<file path="config.mk">
export PLATFORM = sky130hd
export DESIGN_NAME = round_robin_task_scheduler_top
export DESIGN_NICKNAME = d
export VERILOG_FILES = /design/src/hw/rtl/rrts_pkg.sv /design/src/hw/rtl/round_robin_task_scheduler_top.sv /design/src/hw/rtl/rrts_qcell.sv /design/src/hw/rtl/rrts_tcell.sv
export SDC_FILE = /design/constraint.sdc
export NUM_CORES = 1
export LEC_CHECK = 0
export BUFFER_PORTS_ARGS = -buffer_cell sky130_fd_sc_hd__buf_2
export CAP_MARGIN = 20
export CORE_AREA = 2 2 210 212
export CTS_BUF_LIST = sky130_fd_sc_hd__clkbuf_16
export DETAILED_ROUTE_END_ITERATION = 16
export DIE_AREA = 0 0 212 214
export HOLD_SLACK_MARGIN = 0.06
export PLACE_DENSITY = 0.77
export SKIP_LAST_GASP = 1
export SYNTH_ARGS = -nofsm -noshare
export SYNTH_HDL_FRONTEND = slang
export SYNTH_SLANG_ARGS = --single-unit
</file>
<file path="constraint.sdc">
create_clock -name clk -period 4.1 [get_ports clk]
set_input_delay 0.615 -clock clk [delete_from_list [all_inputs] [get_ports clk]]
set_output_delay 0.615 -clock clk [all_outputs]
set_load 0.02 [all_outputs]
</file>
<file path="src/hw/rtl/rrts_pkg.sv">
// Package with the types, codes and constants of the round-robin task scheduler.
`default_nettype none

package rrts_pkg;

  // Task table and ready queue geometry.
  localparam int NUM_TASKS = 16;
  localparam int TID_W     = $clog2(NUM_TASKS);
  localparam int CNT_W     = TID_W + 1;
  localparam int PRIO_W    = 8;
  localparam int PID_W     = 16;
  localparam int STAT_W    = 3;
  localparam int OP_W      = 3;
  localparam int KIND_W    = 2;
  localparam int ERR_W     = 2;
  localparam int CFG_IDX_W = 1;
  localparam int CFG_DAT_W = 8;

  // Task status codes.
  localparam logic [STAT_W-1:0] TS_UNUSED  = 3'd0;
  localparam logic [STAT_W-1:0] TS_RUNNING = 3'd1;
  localparam logic [STAT_W-1:0] TS_READY   = 3'd2;
  localparam logic [STAT_W-1:0] TS_BLOCKED = 3'd3;
  localparam logic [STAT_W-1:0] TS_WAITING = 3'd4;
  localparam logic [STAT_W-1:0] TS_HANGING = 3'd5;

  // Operation codes.
  localparam logic [OP_W-1:0] OP_CREATE  = 3'd0;
  localparam logic [OP_W-1:0] OP_PREEMPT = 3'd1;
  localparam logic [OP_W-1:0] OP_YIELD   = 3'd2;
  localparam logic [OP_W-1:0] OP_BLOCK   = 3'd3;
  localparam logic [OP_W-1:0] OP_UNBLOCK = 3'd4;

  // Block kind that has no meaning.
  localparam logic [KIND_W-1:0] KIND_BAD = 2'd3;

  // Error codes.
  localparam logic [ERR_W-1:0] ERR_OK      = 2'd0;
  localparam logic [ERR_W-1:0] ERR_STATE   = 2'd1;
  localparam logic [ERR_W-1:0] ERR_QUEUED  = 2'd2;
  localparam logic [ERR_W-1:0] ERR_NO_TASK = 2'd3;

  // Configuration register indexes.
  localparam logic [CFG_IDX_W-1:0] REG_IDLE_TASK = 1'd0;
  localparam logic [CFG_IDX_W-1:0] REG_DEF_PRIO  = 1'd1;

  // Reset values.
  localparam logic [PRIO_W-1:0] MAIN_PRIORITY   = 8'd31;
  localparam logic [TID_W-1:0]  RESET_IDLE_TASK = 4'd15;
  localparam logic [PRIO_W-1:0] RESET_DEF_PRIO  = 8'd31;
  localparam logic [PID_W-1:0]  RESET_PID       = 16'd1;

  // Ready queue cell modes.
  localparam logic [1:0] Q_HOLD   = 2'd0;
  localparam logic [1:0] Q_APPEND = 2'd1;
  localparam logic [1:0] Q_POP    = 2'd2;
  localparam logic [1:0] Q_PUSH   = 2'd3;

  // Command broadcast to every ready queue cell.
  typedef struct packed {
    logic [1:0]       mode;
    logic             ins;    // pop also appends data at the tail
    logic [CNT_W-1:0] count;  // queue fill before the transaction
    logic [TID_W-1:0] data;
  } qcmd_t;

  // Command broadcast to every task cell; the b write wins on status.
  typedef struct packed {
    logic              a_en;
    logic [TID_W-1:0]  a_id;
    logic [STAT_W-1:0] a_status;
    logic              a_load;    // load priority and ticks from a_prio
    logic              a_reload;  // reload ticks from the stored priority
    logic [PRIO_W-1:0] a_prio;
    logic              b_en;
    logic [TID_W-1:0]  b_id;      // task that becomes the running one
  } tcmd_t;

  // What a task cell shows to the control logic.
  typedef struct packed {
    logic [STAT_W-1:0] status;
    logic [PRIO_W-1:0] ticks;
  } tview_t;

  // True for blocked, waiting and hanging tasks.
  function automatic logic is_sleeping(input logic [STAT_W-1:0] st);
    return (st == TS_BLOCKED) || (st == TS_WAITING) || (st == TS_HANGING);
  endfunction

endpackage

`default_nettype wire

</file>
<file path="src/hw/rtl/round_robin_task_scheduler_top.sv">
// Top level of the round-robin task scheduler: control, task cells and queue chain.
//
// Channel   Direction  Handshake              Payload
// input     in         start high, busy low   in_operation, in_task_id, in_priority_req,
//                                             in_block_kind
// result    out        out_valid, one cycle   out_running_task, out_switched,
//                                             out_assigned_pid, out_running_ticks,
//                                             out_error_code
// config    in         cfg_we                 cfg_index, cfg_wdata
//
// In every transaction the accept edge registers the command, and
// the next edge updates the task cells and the queue chain in one step.
// The result is shown in the cycle after that, while busy is already low again,
// so a new transaction can be accepted at the edge that ends the result cycle.
// Reset is synchronous and active low; no clearing pass is needed.
// The receiver cannot stall the block, so results are never held.
`default_nettype none

module round_robin_task_scheduler_top
  import rrts_pkg::*;
(
  input  wire                  clk,
  input  wire                  rst_n,
  input  wire                  start,
  output logic                 busy,
  input  wire  [OP_W-1:0]      in_operation,
  input  wire  [TID_W-1:0]     in_task_id,
  input  wire  [PRIO_W-1:0]    in_priority_req,
  input  wire  [KIND_W-1:0]    in_block_kind,
  output logic                 out_valid,
  output logic [TID_W-1:0]     out_running_task,
  output logic                 out_switched,
  output logic [PID_W-1:0]     out_assigned_pid,
  output logic [PRIO_W-1:0]    out_running_ticks,
  output logic [ERR_W-1:0]     out_error_code,
  input  wire                  cfg_we,
  input  wire  [CFG_IDX_W-1:0] cfg_index,
  input  wire  [CFG_DAT_W-1:0] cfg_wdata
);

  localparam logic S_IDLE = 1'b0;
  localparam logic S_EXEC = 1'b1;

  logic              state_r;
  logic [OP_W-1:0]   op_r;
  logic [TID_W-1:0]  tid_r;
  logic [PRIO_W-1:0] preq_r;
  logic [KIND_W-1:0] kind_r;
  logic [TID_W-1:0]  idle_r;
  logic [PRIO_W-1:0] defp_r;
  logic [TID_W-1:0]  cur_r;
  logic [CNT_W-1:0]  cnt_r;
  logic [PID_W-1:0]  pid_r;
  logic              out_valid_r;
  logic              out_sw_r;
  logic [PID_W-1:0]  out_pid_r;
  logic [ERR_W-1:0]  out_err_r;

  logic [TID_W-1:0]  cur_nxt;
  logic [CNT_W-1:0]  cnt_nxt;
  logic [PID_W-1:0]  pid_nxt;
  logic [ERR_W-1:0]  err_nxt;
  logic [PID_W-1:0]  pid_res_nxt;

  logic              accept;
  logic              exec;
  qcmd_t             qcmd;
  tcmd_t             tcmd;
  tview_t            view_w [NUM_TASKS];
  logic [TID_W-1:0]  slot_w [NUM_TASKS];
  logic [STAT_W-1:0] st_tid;
  logic [STAT_W-1:0] st_idle;
  logic [TID_W-1:0]  head_id;
  logic [PRIO_W-1:0] new_prio;

  assign accept = start && (state_r == S_IDLE);
  assign exec   = (state_r == S_EXEC);
  assign busy   = exec;

  // Sequencer: idle until a command arrives, then the execute state, then back to idle.
  always_ff @(posedge clk) begin
    if (!rst_n) begin
      state_r <= S_IDLE;
    end else begin
      unique case (state_r)
        S_IDLE:  state_r <= accept ? S_EXEC : S_IDLE;
        S_EXEC:  state_r <= S_IDLE;
        default: state_r <= S_IDLE;
      endcase
    end
  end

  // Command capture.
  always_ff @(posedge clk) begin
    if (accept) begin
      op_r   <= in_operation;
      tid_r  <= in_task_id;
      preq_r <= in_priority_req;
      kind_r <= in_block_kind;
    end
  end

  // Configuration registers.
  always_ff @(posedge clk) begin
    if (!rst_n) begin
      idle_r <= RESET_IDLE_TASK;
      defp_r <= RESET_DEF_PRIO;
    end else if (cfg_we) begin
      unique case (cfg_index)
        REG_IDLE_TASK: idle_r <= cfg_wdata[TID_W-1:0];
        REG_DEF_PRIO:  defp_r <= cfg_wdata[PRIO_W-1:0];
        default:       idle_r <= idle_r;
      endcase
    end
  end

  // Table lookups for the task named by the command and the idle task.
  assign st_tid   = view_w[tid_r].status;
  assign st_idle  = view_w[idle_r].status;
  assign head_id  = slot_w[0];
  assign new_prio = (preq_r == '0) ? defp_r : preq_r;

  // Decode the command into broadcasts for the task cells and the queue chain.
  always_comb begin
    qcmd        = '0;
    qcmd.mode   = Q_HOLD;
    qcmd.count  = cnt_r;
    tcmd        = '0;
    cur_nxt     = cur_r;
    cnt_nxt     = cnt_r;
    pid_nxt     = pid_r;
    err_nxt     = ERR_OK;
    pid_res_nxt = '0;
    if (exec) begin
      unique case (op_r)
        OP_CREATE: begin
          if (tid_r == cur_r) begin
            err_nxt = ERR_STATE;
          end else if (st_tid == TS_READY) begin
            err_nxt = ERR_QUEUED;
          end else begin
            pid_nxt       = pid_r + PID_W'(1);
            pid_res_nxt   = pid_nxt;
            tcmd.a_en     = 1'b1;
            tcmd.a_id     = tid_r;
            tcmd.a_status = TS_READY;
            tcmd.a_load   = 1'b1;
            tcmd.a_prio   = new_prio;
            qcmd.mode     = Q_APPEND;
            qcmd.data     = tid_r;
            cnt_nxt       = cnt_r + CNT_W'(1);
          end
        end
        OP_PREEMPT, OP_YIELD: begin
          // Requeue the running task at the tail, then pop the head.
          tcmd.a_en     = 1'b1;
          tcmd.a_id     = cur_r;
          tcmd.a_status = TS_READY;
          tcmd.a_reload = (op_r == OP_PREEMPT);
          cur_nxt       = (cnt_r == '0) ? cur_r : head_id;
          tcmd.b_en     = 1'b1;
          tcmd.b_id     = cur_nxt;
          qcmd.mode     = Q_POP;
          qcmd.ins      = 1'b1;
          qcmd.data     = cur_r;
        end
        OP_BLOCK: begin
          if (kind_r == KIND_BAD) begin
            err_nxt = ERR_STATE;
          end else if ((cnt_r == '0) && !((idle_r == cur_r) || is_sleeping(st_idle))) begin
            err_nxt = ERR_NO_TASK;
          end else begin
            tcmd.a_en     = 1'b1;
            tcmd.a_id     = cur_r;
            tcmd.a_status = TS_BLOCKED + STAT_W'(kind_r);
            tcmd.b_en     = 1'b1;
            if (cnt_r == '0) begin
              // Empty queue: the idle task is woken and runs at once.
              cur_nxt = idle_r;
            end else begin
              cur_nxt   = head_id;
              qcmd.mode = Q_POP;
              cnt_nxt   = cnt_r - CNT_W'(1);
            end
            tcmd.b_id = cur_nxt;
          end
        end
        OP_UNBLOCK: begin
          if (st_tid == TS_READY) begin
            err_nxt = ERR_QUEUED;
          end else if (!is_sleeping(st_tid)) begin
            err_nxt = ERR_STATE;
          end else begin
            tcmd.a_en     = 1'b1;
            tcmd.a_id     = tid_r;
            tcmd.a_status = TS_READY;
            qcmd.mode     = Q_PUSH;
            qcmd.data     = tid_r;
            cnt_nxt       = cnt_r + CNT_W'(1);
          end
        end
        default: begin
          err_nxt = ERR_OK;
        end
      endcase
    end
  end

  // Scheduler state.
  always_ff @(posedge clk) begin
    if (!rst_n) begin
      cur_r <= '0;
      cnt_r <= '0;
      pid_r <= RESET_PID;
    end else begin
      cur_r <= cur_nxt;
      cnt_r <= cnt_nxt;
      pid_r <= pid_nxt;
    end
  end

  // Result registers.
  always_ff @(posedge clk) begin
    if (!rst_n) begin
      out_valid_r <= 1'b0;
    end else begin
      out_valid_r <= exec;
    end
  end

  always_ff @(posedge clk) begin
    if (exec) begin
      out_sw_r  <= (cur_nxt != cur_r);
      out_pid_r <= pid_res_nxt;
      out_err_r <= err_nxt;
    end
  end

  // Task cells, one per task.
  for (genvar k = 0; k < NUM_TASKS; k++) begin : g_task
    rrts_tcell u_tcell (
      .clk      (clk),
      .rst_n    (rst_n),
      .cell_idx (TID_W'(k)),
      .cmd      (tcmd),
      .view     (view_w[k])
    );
  end

  // Ready queue chain; slot 0 is the head and takes pushed tasks.
  for (genvar k = 0; k < NUM_TASKS; k++) begin : g_queue
    logic [TID_W-1:0] left_id;
    logic [TID_W-1:0] right_id;
    if (k == 0) begin : g_first
      assign left_id = qcmd.data;
    end else begin : g_mid
      assign left_id = slot_w[k-1];
    end
    if (k == NUM_TASKS - 1) begin : g_last
      assign right_id = '0;
    end else begin : g_inner
      assign right_id = slot_w[k+1];
    end
    rrts_qcell u_qcell (
      .clk      (clk),
      .cell_idx (TID_W'(k)),
      .cmd      (qcmd),
      .left_id  (left_id),
      .right_id (right_id),
      .slot_id  (slot_w[k])
    );
  end

  assign out_valid         = out_valid_r;
  assign out_running_task  = cur_r;
  assign out_switched      = out_sw_r;
  assign out_assigned_pid  = out_pid_r;
  assign out_running_ticks = view_w[cur_r].ticks;
  assign out_error_code    = out_err_r;

endmodule

`default_nettype wire

</file>
<file path="src/hw/rtl/rrts_qcell.sv">
// One slot of the ready queue chain; slot 0 is the queue head.
`default_nettype none

module rrts_qcell
  import rrts_pkg::*;
(
  input  wire              clk,
  input  wire  [TID_W-1:0] cell_idx,
  input  qcmd_t            cmd,
  input  wire  [TID_W-1:0] left_id,
  input  wire  [TID_W-1:0] right_id,
  output logic [TID_W-1:0] slot_id
);

  logic [TID_W-1:0] slot_r;
  logic             at_tail;
  logic             before_tail;

  // Position of this slot relative to the current tail.
  assign at_tail     = (CNT_W'(cell_idx) == cmd.count);
  assign before_tail = ((CNT_W'(cell_idx) + CNT_W'(1)) == cmd.count);

  // Append writes the tail slot, pop shifts toward the head and, with ins, refills the tail; push shifts away.
  always_ff @(posedge clk) begin
    case (cmd.mode)
      Q_APPEND: begin
        if (at_tail) begin
          slot_r <= cmd.data;
        end
      end
      Q_POP: begin
        if (cmd.ins && before_tail) begin
          slot_r <= cmd.data;
        end else begin
          slot_r <= right_id;
        end
      end
      Q_PUSH: begin
        slot_r <= left_id;
      end
      default: begin
        slot_r <= slot_r;
      end
    endcase
  end

  assign slot_id = slot_r;

endmodule

`default_nettype wire

</file>
<file path="src/hw/rtl/rrts_tcell.sv">
// One entry of the task table: status, priority and tick budget of one task.
`default_nettype none

module rrts_tcell
  import rrts_pkg::*;
(
  input  wire              clk,
  input  wire              rst_n,
  input  wire  [TID_W-1:0] cell_idx,
  input  tcmd_t            cmd,
  output tview_t           view
);

  logic [STAT_W-1:0] status_r;
  logic [PRIO_W-1:0] prio_r;
  logic [PRIO_W-1:0] ticks_r;
  logic              hit_a;
  logic              hit_b;
  logic              is_main;

  assign hit_a   = cmd.a_en && (cmd.a_id == cell_idx);
  assign hit_b   = cmd.b_en && (cmd.b_id == cell_idx);
  assign is_main = (cell_idx == '0);

  // The main task runs out of reset; all other tasks are unused.
  always_ff @(posedge clk) begin
    if (!rst_n) begin
      status_r <= is_main ? TS_RUNNING : TS_UNUSED;
      prio_r   <= is_main ? MAIN_PRIORITY : '0;
      ticks_r  <= is_main ? MAIN_PRIORITY : '0;
    end else begin
      if (hit_b) begin
        status_r <= TS_RUNNING;
      end else if (hit_a) begin
        status_r <= cmd.a_status;
      end
      if (hit_a && cmd.a_load) begin
        prio_r  <= cmd.a_prio;
        ticks_r <= cmd.a_prio;
      end else if (hit_a && cmd.a_reload) begin
        ticks_r <= prio_r;
      end
    end
  end

  assign view.status = status_r;
  assign view.ticks  = ticks_r;

endmodule

`default_nettype wire

</file>
=== Word level (Yosys, flattened, before mapping) ===
Index checks and enable logic that the tools add are counted.

* Memories kept: 0
* Input port bits: 30
* Bits in latches: 0
* Memory bits (read-only): 0
* Register bits: 443
* Memory bits (writable): 0
* Word-level logic and storage cells: 535

* Bitwise logic cells: 9
* Order comparisons: 3
* Equal/unequal tests: 87
* $mul: 0
* Reduce and logical (&&, ||, !) cells: 164
* Add/subtract/negate cells: 4
* Multiplexer cells: 175
* Shift-type cells: 0
* Divide/modulo/power cells: 0

{| class="wikitable"
|+ Operators by type and width
! kind !! count
|-
| 8-bit two-way mux || 42
|-
| 4-bit one-hot mux with 3 select lines || 17
|-
| 4-bit two-way mux || 42
|-
| 11-bit binary-select mux with 4-bit select || 3
|-
| 1-bit logical AND || 82
|-
| 4-bit == test (second input constant) || 16
|-
| 2-bit nonzero test || 31
|-
| 5-bit two-way mux || 9
|-
| 11-bit two-way mux || 4
|-
| 4-bit by 5-bit == test with 1-bit output (first input constant) || 8
|-
| 1-bit two-way mux || 37
|-
| 2-bit AND reduction || 18
|-
| 2-bit OR reduction || 17
|-
| 4-bit by 3-bit == test with 1-bit output (second input constant) || 8
|-
| 2-bit by 1-bit != test with 1-bit output (second input constant) || 16
|-
| 8-bit one-hot mux with 4 select lines || 1
|-
| 23-bit two-way mux || 1
|-
| 3-bit by 5-bit == test with 1-bit output (first input constant) || 4
|-
| 2-bit two-way mux || 10
|-
| 9-bit two-way mux || 2
|-
| 16-bit by 1-bit adder with 16-bit output (second input constant) || 1
|-
| 4-bit by 2-bit == test with 1-bit output (second input constant) || 4
|-
| 3-bit by 2-bit == test with 1-bit output (second input constant) || 5
|-
| 3-bit == test (second input constant) || 5
|-
| 33 further kinds || 59
|}

=== Longest topological paths before layout ===
Gate-level depths: netlist of the first run.

* Depth in word-level cells: 19
* Mapped depth: 14

=== Modules after synthesis ===
From an unflattened synthesis of the first run, not the netlist that was laid out.

* Cell total of the unflattened synthesis: 2633
* Area total of the unflattened synthesis: 28118.2 µm²

{| class="wikitable"
|+ Modules (own cells, without submodules)
! module !! instances !! area an instance (µm²) !! cells an instance !! sequential area each (µm²)
|-
| rrts_tcell || 16 || 1023.5 || 90 || 570.5
|-
| rrts_qcell || 16 || 380.4 || 41 || 120.1
|-
| round_robin_task_scheduler_top || 1 || 5656.7 || 537 || 1861.8
|}

=== Worst setup path before layout of the first run ===
Ideal clock, no wire load.

* Kind: register -> register
* Start: register cnt_r[0]
* End: register g_task[4].u_tcell.status_r[0]
* Setup time: 115 ps
* Cell stages (with the launch flop): 14
* Path slack: 550 ps
* Buffers on the path: 2
* Arrival: 3436 ps
* Path through: dfxtp_1 inv_1 ha_1 or4b_2 buf_2 a41oi_1 nor2b_1 o21ai_1 o211a_1 a2111oi_4 and4_1 buf_4 mux2_1 o21a_1

* Cells in the longest elaborated chain, start to end: 9
* Elaborated cells on any way between the ends: 18

{| class="wikitable"
|+ RTL lines
! what !! RTL line !! RTL
|-
| start: declaration || round_robin_task_scheduler_top.sv:52 || <nowiki>logic [CNT_W-1:0] cnt_r;</nowiki>
|-
| start signal: assignment || round_robin_task_scheduler_top.sv:217 || <nowiki>cnt_r <= cnt_nxt;</nowiki>
|-
| 5-bit logical NOT (*) || round_robin_task_scheduler_top.sv:160, round_robin_task_scheduler_top.sv:170, round_robin_task_scheduler_top.sv:177 ||
|-
| 4-bit two-way mux / 1-bit logical AND (equally long branches) || round_robin_task_scheduler_top.sv:177, round_robin_task_scheduler_top.sv:170 ||
|-
| 5-bit two-way mux / 8-bit two-way mux (equally long branches) || round_robin_task_scheduler_top.sv:170 || <nowiki>end else if ((cnt_r == '0) && !((idle_r == cur_r) || is_sleeping(st_idle))) begin</nowiki>
|-
| 5-bit two-way mux / 8-bit two-way mux (equally long branches) || round_robin_task_scheduler_top.sv:168 || <nowiki>if (kind_r == KIND_BAD) begin</nowiki>
|-
| 5-bit one-hot mux with 2 select lines / 8-bit one-hot mux with 4 select lines (equally long branches) || round_robin_task_scheduler_top.sv:135 || <nowiki>unique case (op_r)</nowiki>
|-
| 23-bit two-way mux (*) || round_robin_task_scheduler_top.sv:134 || <nowiki>if (exec) begin</nowiki>
|-
| 4-bit by 3-bit == test with 1-bit output, on equally long branches || rrts_tcell.sv:22, rrts_tcell.sv:21 ||
|-
| 1-bit logical AND, on equally long branches || rrts_tcell.sv:22, rrts_tcell.sv:21 ||
|-
| 1-bit two-way mux / 2-bit nonzero test (equally long branches) || n/a ||
|-
| end signal: assignment || rrts_tcell.sv:28 || <nowiki>status_r <= is_main ? TS_RUNNING : TS_UNUSED;</nowiki>
|-
| end signal: assignment || rrts_tcell.sv:35 || <nowiki>status_r <= cmd.a_status;</nowiki>
|-
| end: declaration || rrts_tcell.sv:14 || <nowiki>logic [STAT_W-1:0] status_r;</nowiki>
|}

Mark *: on every way between the ends. The rest lies on a longest branch, timed or not. The select of a mux whose other input is x is not followed.
A chain may end at the register's enable or synchronous reset.

=== Final worst setup path of the first run ===
* Start: register tid_r[2]
* End: register g_task[8].u_tcell.ticks_r[5]

* Cells in the longest elaborated chain, start to end: 15
* Elaborated cells on any way between the ends: 27

{| class="wikitable"
|+ RTL lines
! what !! RTL line !! RTL
|-
| start: declaration || round_robin_task_scheduler_top.sv:46 || <nowiki>logic [TID_W-1:0] tid_r;</nowiki>
|-
| start signal: assignment || round_robin_task_scheduler_top.sv:97 || <nowiki>tid_r <= in_task_id;</nowiki>
|-
| 4-bit inverter with 5-bit output (implied by the code) || round_robin_task_scheduler_top.sv:118 || <nowiki>assign st_tid = view_w[tid_r].status;</nowiki>
|-
| 11-bit binary-select mux with 4-bit select || round_robin_task_scheduler_top.sv:118 ||
|-
| 11-bit two-way mux (implied by the code) (2 in series) || round_robin_task_scheduler_top.sv:118 ||
|-
| 3-bit by 2-bit == test with 1-bit output / 3-bit == test (equally long branches) || rrts_pkg.sv:87 || <nowiki>return (st == TS_BLOCKED) || (st == TS_WAITING) || (st == TS_HANGING);</nowiki>
|-
| 1-bit logical OR (2 in series) || rrts_pkg.sv:87 ||
|-
| 8-bit two-way mux || round_robin_task_scheduler_top.sv:191 || <nowiki>end else if (!is_sleeping(st_tid)) begin</nowiki>
|-
| 8-bit two-way mux || round_robin_task_scheduler_top.sv:189 || <nowiki>if (st_tid == TS_READY) begin</nowiki>
|-
| 8-bit one-hot mux with 4 select lines || round_robin_task_scheduler_top.sv:135 ||
|-
| 23-bit two-way mux (*) || round_robin_task_scheduler_top.sv:134 ||
|-
| 4-bit == test || rrts_tcell.sv:21 || <nowiki>assign hit_a = cmd.a_en && (cmd.a_id == cell_idx);</nowiki>
|-
| 1-bit logical AND || rrts_tcell.sv:21 ||
|-
| 1-bit logical AND, on equally long branches || rrts_tcell.sv:37, rrts_tcell.sv:40 ||
|-
| 8-bit two-way mux / 2-bit nonzero test (equally long branches) || n/a ||
|-
| end signal: assignment || rrts_tcell.sv:30 || <nowiki>ticks_r <= is_main ? MAIN_PRIORITY : '0;</nowiki>
|-
| end signal: assignment || rrts_tcell.sv:39 || <nowiki>ticks_r <= cmd.a_prio;</nowiki>
|-
| end signal: assignment || rrts_tcell.sv:41 || <nowiki>ticks_r <= prio_r;</nowiki>
|-
| end: declaration || rrts_tcell.sv:16 || <nowiki>logic [PRIO_W-1:0] ticks_r;</nowiki>
|}

Marked as above.

==> results list, run 1 <==
- Of the total synthesized cell area, the portion taken by XOR and XNOR cells is 0.0157.
- Final HPWL DP: about 46 mm
- Row Count: 76
- Vias in the first global route: 17800
* Chip Width: 212 um
* Max-Slew Margin vs Limit: 0.316
* Routed length per placed instance: 23.2 um
* Worst-case setup slack after placement: -0.0152 ns
- For the pin with the worst max-slew slack, the measured transition is 1.02 ns.
* Pin count of the biggest net entering global routing: 148
- Hold_buf cts: 0
* FFs w/ async S/R, synth: 0
* Sink count of the clock tree: about 440
* Compound-gate portion of the synthesized area: 0.196
- After synthesis, the mean cell area works out to 9.71 sq um.
- Most numerous cell in the Yosys netlist: dfxtp_1
- Ranked by instance count, the synthesized netlist is headed by dfxtp_1, nand2_1, nor2_1, o21ai_0, o22ai_1.
- The worst register-to-register path begins at tid_r[2].
- Cell area after synthesis: 0.0212 sq mm
- Design internal power: 6.88 mW
- STA puts the critical path data arrival time at approximately 4.5 ns.
* Predominant post-synthesis flop cell: dfxtp_1
- Final number of setup-violating endpoints: 0
- Dominant cells by area after synthesis: dfxtp_1, edfxtp_1, mux4_2, mux2i_1, nand2_1
* Share of the clock period used by the worst path after layout: 0.977
- The share of total power dissipated in combinational logic is 0.049.
- Mux share of post-synthesis cell area: 0.131
* Antenna violations before repair: 3
* DRC: 0
- Measured in cells, the most critical reg-to-reg path has a length of 10.
* Hold Path End: tid_r[3]
- In the synthesized netlist, the number of instances is roughly 2200.
- Dividing the detail-routed via count by the number of cells gives 6.39.
* Portion of synthesized cell area occupied by the leading cell type: 0.323
- CTS buffer count: between 40 and 50
- The first global-routing pass estimated 102 mm of wire.
- Fraction of power consumed by the clock network: 0.448
* Distinct cells, synth: 94
* Share of power burned in registers: 0.503
- Lkg Pwr: 8.48 nW
* Largest family of logic cells by synthesized area: compound AO/OA/AOI/OAI gates
* Share of synthesized area occupied by flip-flops and latches: 0.465
- Along the worst path, the maximum fanout reaches 10.
- Once routing completed, OpenROAD measured the worst setup slack at roughly 0.094 ns.
* CP endpoint kind: register
* Number of ports placed on the die boundary: 63
* Cell area after layout: 0.0239 sq mm
- Power per cell area: 376 mW/mm^2
- The total overflow left after global routing is 0.
- In the global route stage, overall resource usage came out at 0.288.
- The H-tree generated during clock tree synthesis spans 2 levels.
* Die ar.: 0.0454 sq mm
- Min-delay src: in_task_id[3]
* Hold violation total from the final report: 0
- The clock reaches the later pin of the worst-skew pair after around 0.60 ns.
- The longest clock path from root to sink contains 3 buffers.
- Data required time of the worst path: 4.61 ns
- The tool flagged a number of max-cap violations equal to 0.
* Cell Count, Final, Fillers Out: 2860
- Worst ir drop on vdd: 436 uV
- Port buffering added 62 buffers.
* Cell type contributing the most total cell area after synthesis: dfxtp_1
* Multi-input logic area: 0.0106 sq mm
- Yosys printed 0 warnings.
- Register-to-Register Setup Slack: 0.09 ns
- In the final layout, the share of cells above drive strength 1 is 0.169.
- From synthesis to final layout, the design area changed by 12.4%.
- The net count of the finished layout is approximately 2300.
- Placed Area: 0.0224 sq mm
- The run finished with clean final reports.
- Via count: 18300
- Of the total power, the share spent switching nets is 0.234.
- Final Util: 0.557
- The worst hold path belongs to the class input port to register.
- Clock transition time at the flip-flop clock pins of the worst setup and hold paths: 0.06 ns
- Worst flop-to-flop path endpoint: g_task[8].u_tcell.ticks_r[5]
- Setup repair after global routing missed its margin: yes
* Final weighted congestion in routability-driven placement: approximately 1
* Synthesis-stage register bit count: between 400 and 500
* Die Ht: 214 um
- Placeable core region: approximately 0.043 sq mm
* Inst Count DP: 2772
- Of the total synthesized cell area, the portion taken by full adders, half adders and majority gates is 0.00530.
* Final Max Slew Viols: 0
* Max Fclk: 0.250 GHz
- Mapped Nets: 2227
* Initial DRT Pass Iterations: 6
* Number of inserted filler cells in the final layout: 3692
* CTS tree: built
- Summing all flip-flop and latch instances after layout gives 0.00987 sq mm.
- Initial Util: 0.495
- Clock tree synthesis selected as its root buffer the cell clkbuf_16.
- Clock skew on the completed layout was measured at roughly 0.023 ns.
* Violation count after the first detailed-routing iteration: approximately 2100
* Crit Path Class: register to register
* Origin of the worst setup path: tid_r[2]
* Synth Area in Simple Gates: 0.147
- Subtracting the final worst setup slack from the clock period gives about 4.0 ns.
* Routed WL: 66.4 mm
* Sw Pwr: 2.11 mW
- The count of nets left with antenna violations once routing finished came out at 0.
* Number of cells on the worst hold path: 1
* Setup crit start kind: register
- Post-synth EDFFs: 100
## cells by family (layout without fill, tap and decap cells)
group	count (synthesis)	in the layout
AO/OA/AOI/OAI	619	619
other	0	2
multiplexers	194	194
flip-flops	443	443
buffers and inverters	194	279
XOR/XNOR	38	38
adder cells (fa/ha/maj)	9	9
AND/OR/NAND/NOR	691	691
## worst max-delay path, stage by stage, from the launching register on
cell and delay, ns:
edfxtp_1 0.66, mux4_2 0.58, nand2_1 0.09, and4_1 0.39, o211ai_1 0.23, buf_4 0.19
o211ai_1 0.24, a21oi_2 0.28, nor3_2 0.60, nand2_1 0.42, o22ai_1 0.25
## worst max-delay path by stage
stage / cells after the start / slack, ns / end
after floorplan: 13 / 0.55 / g_task[4].u_tcell.status_r[0]
after CTS: 9 / -0.01 / g_task[1].u_tcell.status_r[0]
final: 10 / 0.09 / g_task[8].u_tcell.ticks_r[5]
after detailed placement: 9 / -0.02 / g_task[1].u_tcell.status_r[0]
after global routing: 11 / -0.01 / g_task[15].u_tcell.ticks_r[7]
after global placement: 10 / 0.01 / g_task[1].u_tcell.status_r[0]
## power groups by stage
stage	Combinational, mW	Clock, mW	Sequential (mW)
floorplan	0.261	0	4.62
detailed placement	0.419	0	4.62
global placement	0.411	0	4.62
finish	0.437	4.02	4.52
global route	0.461	4.21	4.52
CTS	0.421	4.05	4.53
## stage by stage
stage	total power [mW]	hold WS, ns	setup TNS (ns)
2_1_floorplan	4.88	0.420	0
3_3_place_gp	5.03	0.435	0
3_5_place_dp	5.04	0.444	-0.0152
4_1_cts	9.00	0.182	-0.00982
5_1_grt	9.20	0.190	-0.0152
6_report	8.98	0.203	0
## per-layer routing
| metal | track usage | part of all wire |
|---|---|---|
| met5 | 0 | 0.00018 |
| met4 | 0.162 | 0.055 |
| met3 | 0.0600 | 0.10 |
| met2 | 0.454 | 0.46 |
| met1 | 0.370 | 0.39 |
## flip-flops by register name, indices dropped and copies added, names as in the netlist, 2 cells and up
signal                   cells
g_task.u_tcell.prio_r      128
g_task.u_tcell.ticks_r     128
g_queue.u_qcell.slot_id     64
g_task.u_tcell.status_r     48
out_assigned_pid            16
pid_r                       16
defp_r                       8
preq_r                       8
cnt_r                        5
idle_r                       4
out_running_task             4
tid_r                        4
op_r                         3
kind_r                       2
out_error_code               2
## final cells by class
class                           count  area share
Clock buffer                       47      0.0492
Timing Repair Buffer              169      0.0483
Clock inverter                     34      0.0106
Antenna cell                        2    0.000210
Sequential cell                   443       0.413
Multi-Input combinational cell   1551       0.443
Inverter                           29     0.00466
Tap cell                          585      0.0306
## timing repair
item                                   in CTS  in global routing
setup endpoints to repair                   4                 92
buffers inserted                            0                  5
endpoints found under the hold margin       0                  0
resized for setup                           1                  7
pin swaps                                   0                  2
## layout by cell type, fill, tap and decap left out, types with 8 or more instances in the layout
master	netlist	final
nor2b_1	15	14
a21o_1	11	11
clkinv_1	3	10
o2111ai_1	8	8
ha_1	9	9
dfxtp_1	343	341
inv_1	26	39
a211o_1	11	11
or2_2	9	9
and3_1	11	10
a22o_1	8	8
mux2_2	14	14
or3_1	10	8
buf_4	10	105
o211ai_1	31	31
mux2i_1	114	114
clkbuf_16	0	47
xor2_1	19	19
o21a_1	8	8
nor3_1	36	36
a211oi_1	80	80
edfxtp_1	100	100
o21ai_0	171	170
nand2_1	277	276
nor2_1	220	219
xnor2_1	19	19
a21oi_1	73	72
nand3_1	50	50
nand4_1	13	13
and2_1	11	11
buf_2	24	61
mux4_2	64	64
o22ai_1	124	124
Note: power is estimated with default switching activity, not from simulation.
==> inputs of run 2 (changes only) <==
--- a/config.mk
+++ b/config.mk
@@ -7,10 +7,10 @@
 export LEC_CHECK = 0
 export BUFFER_PORTS_ARGS = -buffer_cell sky130_fd_sc_hd__buf_2
 export CAP_MARGIN = 20
-export CORE_AREA = 2 2 210 212
+export CORE_AREA = 2 2 178 249
 export CTS_BUF_LIST = sky130_fd_sc_hd__clkbuf_16
 export DETAILED_ROUTE_END_ITERATION = 16
-export DIE_AREA = 0 0 212 214
+export DIE_AREA = 0 0 180 251
 export HOLD_SLACK_MARGIN = 0.06
 export PLACE_DENSITY = 0.77
 export SKIP_LAST_GASP = 1
==> constraint.sdc (replaced) <==
create_clock -name clk -period 4.3 [get_ports clk]
set_input_delay 0.645 -clock clk [delete_from_list [all_inputs] [get_ports clk]]
set_output_delay 0.645 -clock clk [all_outputs]
set_load 0.02 [all_outputs]
==> run 2 against run 1 <==
Compared with the run above:
- sequential share of layout area rose by 0.47 points
- clock power fell by 5.0%
- critical path type unchanged
- maximum frequency fell by 2.4%
- global-route usage fell by 0.82 points
- hold slack improved by 0.019 ns
- setup slack improved by 0.10 ns
- final area fell by 1.1%
- first-iteration DRC count fell by 5.8%
- sequential cell count did not move
- register-to-register slack improved by 0.10 ns
- sequential power fell by 4%
==> results list, run 2 (synthesized netlist as in run 1, its figures left out) <==
- Time the worst path needs with I/O delays and setup: 4.10 ns
* Share of the clock period used by the worst path after layout: 0.954
- The share of total power dissipated in sequential elements is 0.506.
- Sw Pwr: 2.02 mW
* Global Route Usage Sum: 0.280
* Pin count of the biggest net entering global routing: between 100 and 150
- For this run, the detailed router's first-pass iteration total came to 6.
* Largest stage delay on the critical path: 0.62 ns
- Lkg Pwr: 8.32 nW
- The worst-case IR drop observed on VDD is between 200 and 300 uV.
* Antenna violations before repair: 1
- Of the total power, combinational logic draws 0.046.
- Setup TNS: 0 ns
- Of the total power, the clock network draws 0.448.
- Summed over all nets, the half-perimeter wirelength after detailed placement is 45.1 mm.
- The multi-input combinational cells in the finished layout cover a total of 0.0106 sq mm.
* Placeable core region: roughly 0.043 sq mm
* Cell at the slowest stage of the critical path: or3_1
- Summing all flip-flop and latch instances after layout gives 0.00987 sq mm.
- At the pin with the least slew margin, the transition time is 1.07 ns.
* Row Count: 90
- In the layout the commonest cells are dfxtp_1, nand2_1, nor2_1, o21ai_0, o22ai_1.
- CTS built an H-tree with a depth of 2.
- The longest clock path from root to sink contains 3 buffers.
- Between clock sinks in the finished design, the worst skew comes to just over 0.04 ns.
- The count of pins over their slew limit was 0.
* Remaining global-route overflow: 0
- Status: finished clean
- Number of inserted filler cells in the final layout: 3662
* Ordered cell list for the critical path: buf_4 -> mux4_2 -> a22oi_2 -> and3_1 -> o211ai_1 -> o211ai_1 -> o2111ai_2 -> buf_4 -> or3_1 -> nand3_1 -> o21ai_0
- CTS buffer count: 43
- Share of final-layout standard cells stronger than drive strength 1: 0.163
* Routed length per placed instance: 23.3 um
* Number of ports placed on the die boundary: 63
- Share of total power consumed by net switching: 0.236
- The repair_antennas step left the layout with diodes totalling 0.
* Maximum net fanout on the critical path: 16
* Hold violation total from the final report: 0
* CTS tree: built
- The die is 251 um tall.
- In this run the remaining antenna-violating nets after routing total 0.
* Global-route wire length before repair: roughly 100 mm
* Count of nets after finishing: 2253
- Synth-to-Final Area Change: 11.2%
- Clock transition time at the flip-flop clock pins of the worst setup and hold paths: 0.07 ns
* Crit Path Class: register to register
- The routed layout has 18100 vias.
- Final number of setup-violating endpoints: 0
- Hold_buf cts: 0
- Die ar.: around 0.045 sq mm
- The path class of the tightest hold or removal check is input port to register.
* Initial Util: 0.495
- Based on the critical path, the design can be clocked at up to 0.244 GHz.
* Number of vias per cell after detailed routing: 6.45
- Max-Slew Margin vs Limit: 0.279
* CTS Root Cell: clkbuf_16
- Number of max-cap violations: 0
- Data arrival at the endpoint of the critical path: about 4.6 ns
* CP endpoint kind: register
- Power per cell area: between 300 and 400 mW/mm^2
- Overall power consumption after layout is estimated at 8.53 mW.
- Violation count after the first detailed-routing iteration: 2023
- Setup crit start kind: register
- Chip Width: 180 um
- STA puts the critical path data required time at 4.75 ns.
- For this block, the routed nets add up to around 65 mm of wire.
* Design internal power: about 6.5 mW
- Vias in the first global route: 17900
- Count of buffers from port buffering: 62
* Most frequent standard cell in the layout excluding fill and tap cells: dfxtp_1
- DRC: 0
- Clock insertion delay at the later pin of the skew report: 0.59 ns
- Final weighted congestion in routability-driven placement: 0.979
- The clock drives 443 sinks.
==> run 2: final timing paths <==
kind,depth (start not counted),startpoint,slack (ns),end
max,11,tid_r[0],0.20,g_task[10].u_tcell.prio_r[6]
min,1,in_priority_req[6],0.22,preq_r[6]
max reg2reg,11,tid_r[0],0.20,g_task[10].u_tcell.prio_r[6]
min reg2reg,2,g_task[10].u_tcell.prio_r[0],0.46,g_task[10].u_tcell.prio_r[0]
==> run 2: area by class of cell <==
type	count	area share
well taps	552	0.0292
flip-flops and latches	443	0.418
inverters	29	0.00472
repair buffers	146	0.0410
multi-input cells	1551	0.447
clock buffers	44	0.0466
clock inverters	35	0.0129
==> run 2: worst max-delay path: cells and delay by family (launching register included) <==
family                 cells  cell delay, ns
and+or+nand+nor            3            1.23
AOI/OAI and AO/OA          5            1.30
muxes                      1            0.55
buffers and inverters      2            0.54
DFF                        1            0.34
==> run 2: per-stage QoR <==
stage,instance area (sq um),hold WS [ns],worst slack (ns),instances,utilization
3_5_place_dp,22200,0.447,0.246,2717,0.516
2_1_floorplan,21200,0.420,0.750,2188,-
6_report,23600,0.222,0.197,2800,0.550
3_3_place_gp,22200,0.437,0.333,2717,0.516
5_1_grt,23600,0.228,-0.0217,2800,0.550
4_1_cts,23600,0.215,0.0952,2796,0.549
==> run 2: per-layer routing <==
| layer | global-route usage | up-vias | part of all wire |
|---|---|---|---|
| li1 | - | 8135 | - |
| met1 | 0.322 | 8630 | 0.36 |
| met2 | 0.478 | 988 | 0.48 |
| met3 | 0.0452 | 310 | 0.077 |
| met4 | 0.194 | 2 | 0.081 |
| met5 | 0 | - | 0.00020 |
==> run 2: what timing repair did <==
| item | 4_1_cts | 5_1_grt |
|---|---|---|
| hold endpoints to repair | 0 | 0 |
| setup buffers | 0 | 2 |
| gates resized for setup | 0 | 3 |
| endpoints found under the setup margin | 0 | 17 |
==> run 2: power groups by stage <==
stage	Sequential [mW]	Clock, mW	Combinational, mW
2_1_floorplan	4.40	0	0.249
3_3_place_gp	4.41	0	0.380
3_5_place_dp	4.41	0	0.385
4_1_cts	4.32	3.85	0.388
5_1_grt	4.32	4.00	0.419
6_report	4.32	3.82	0.396
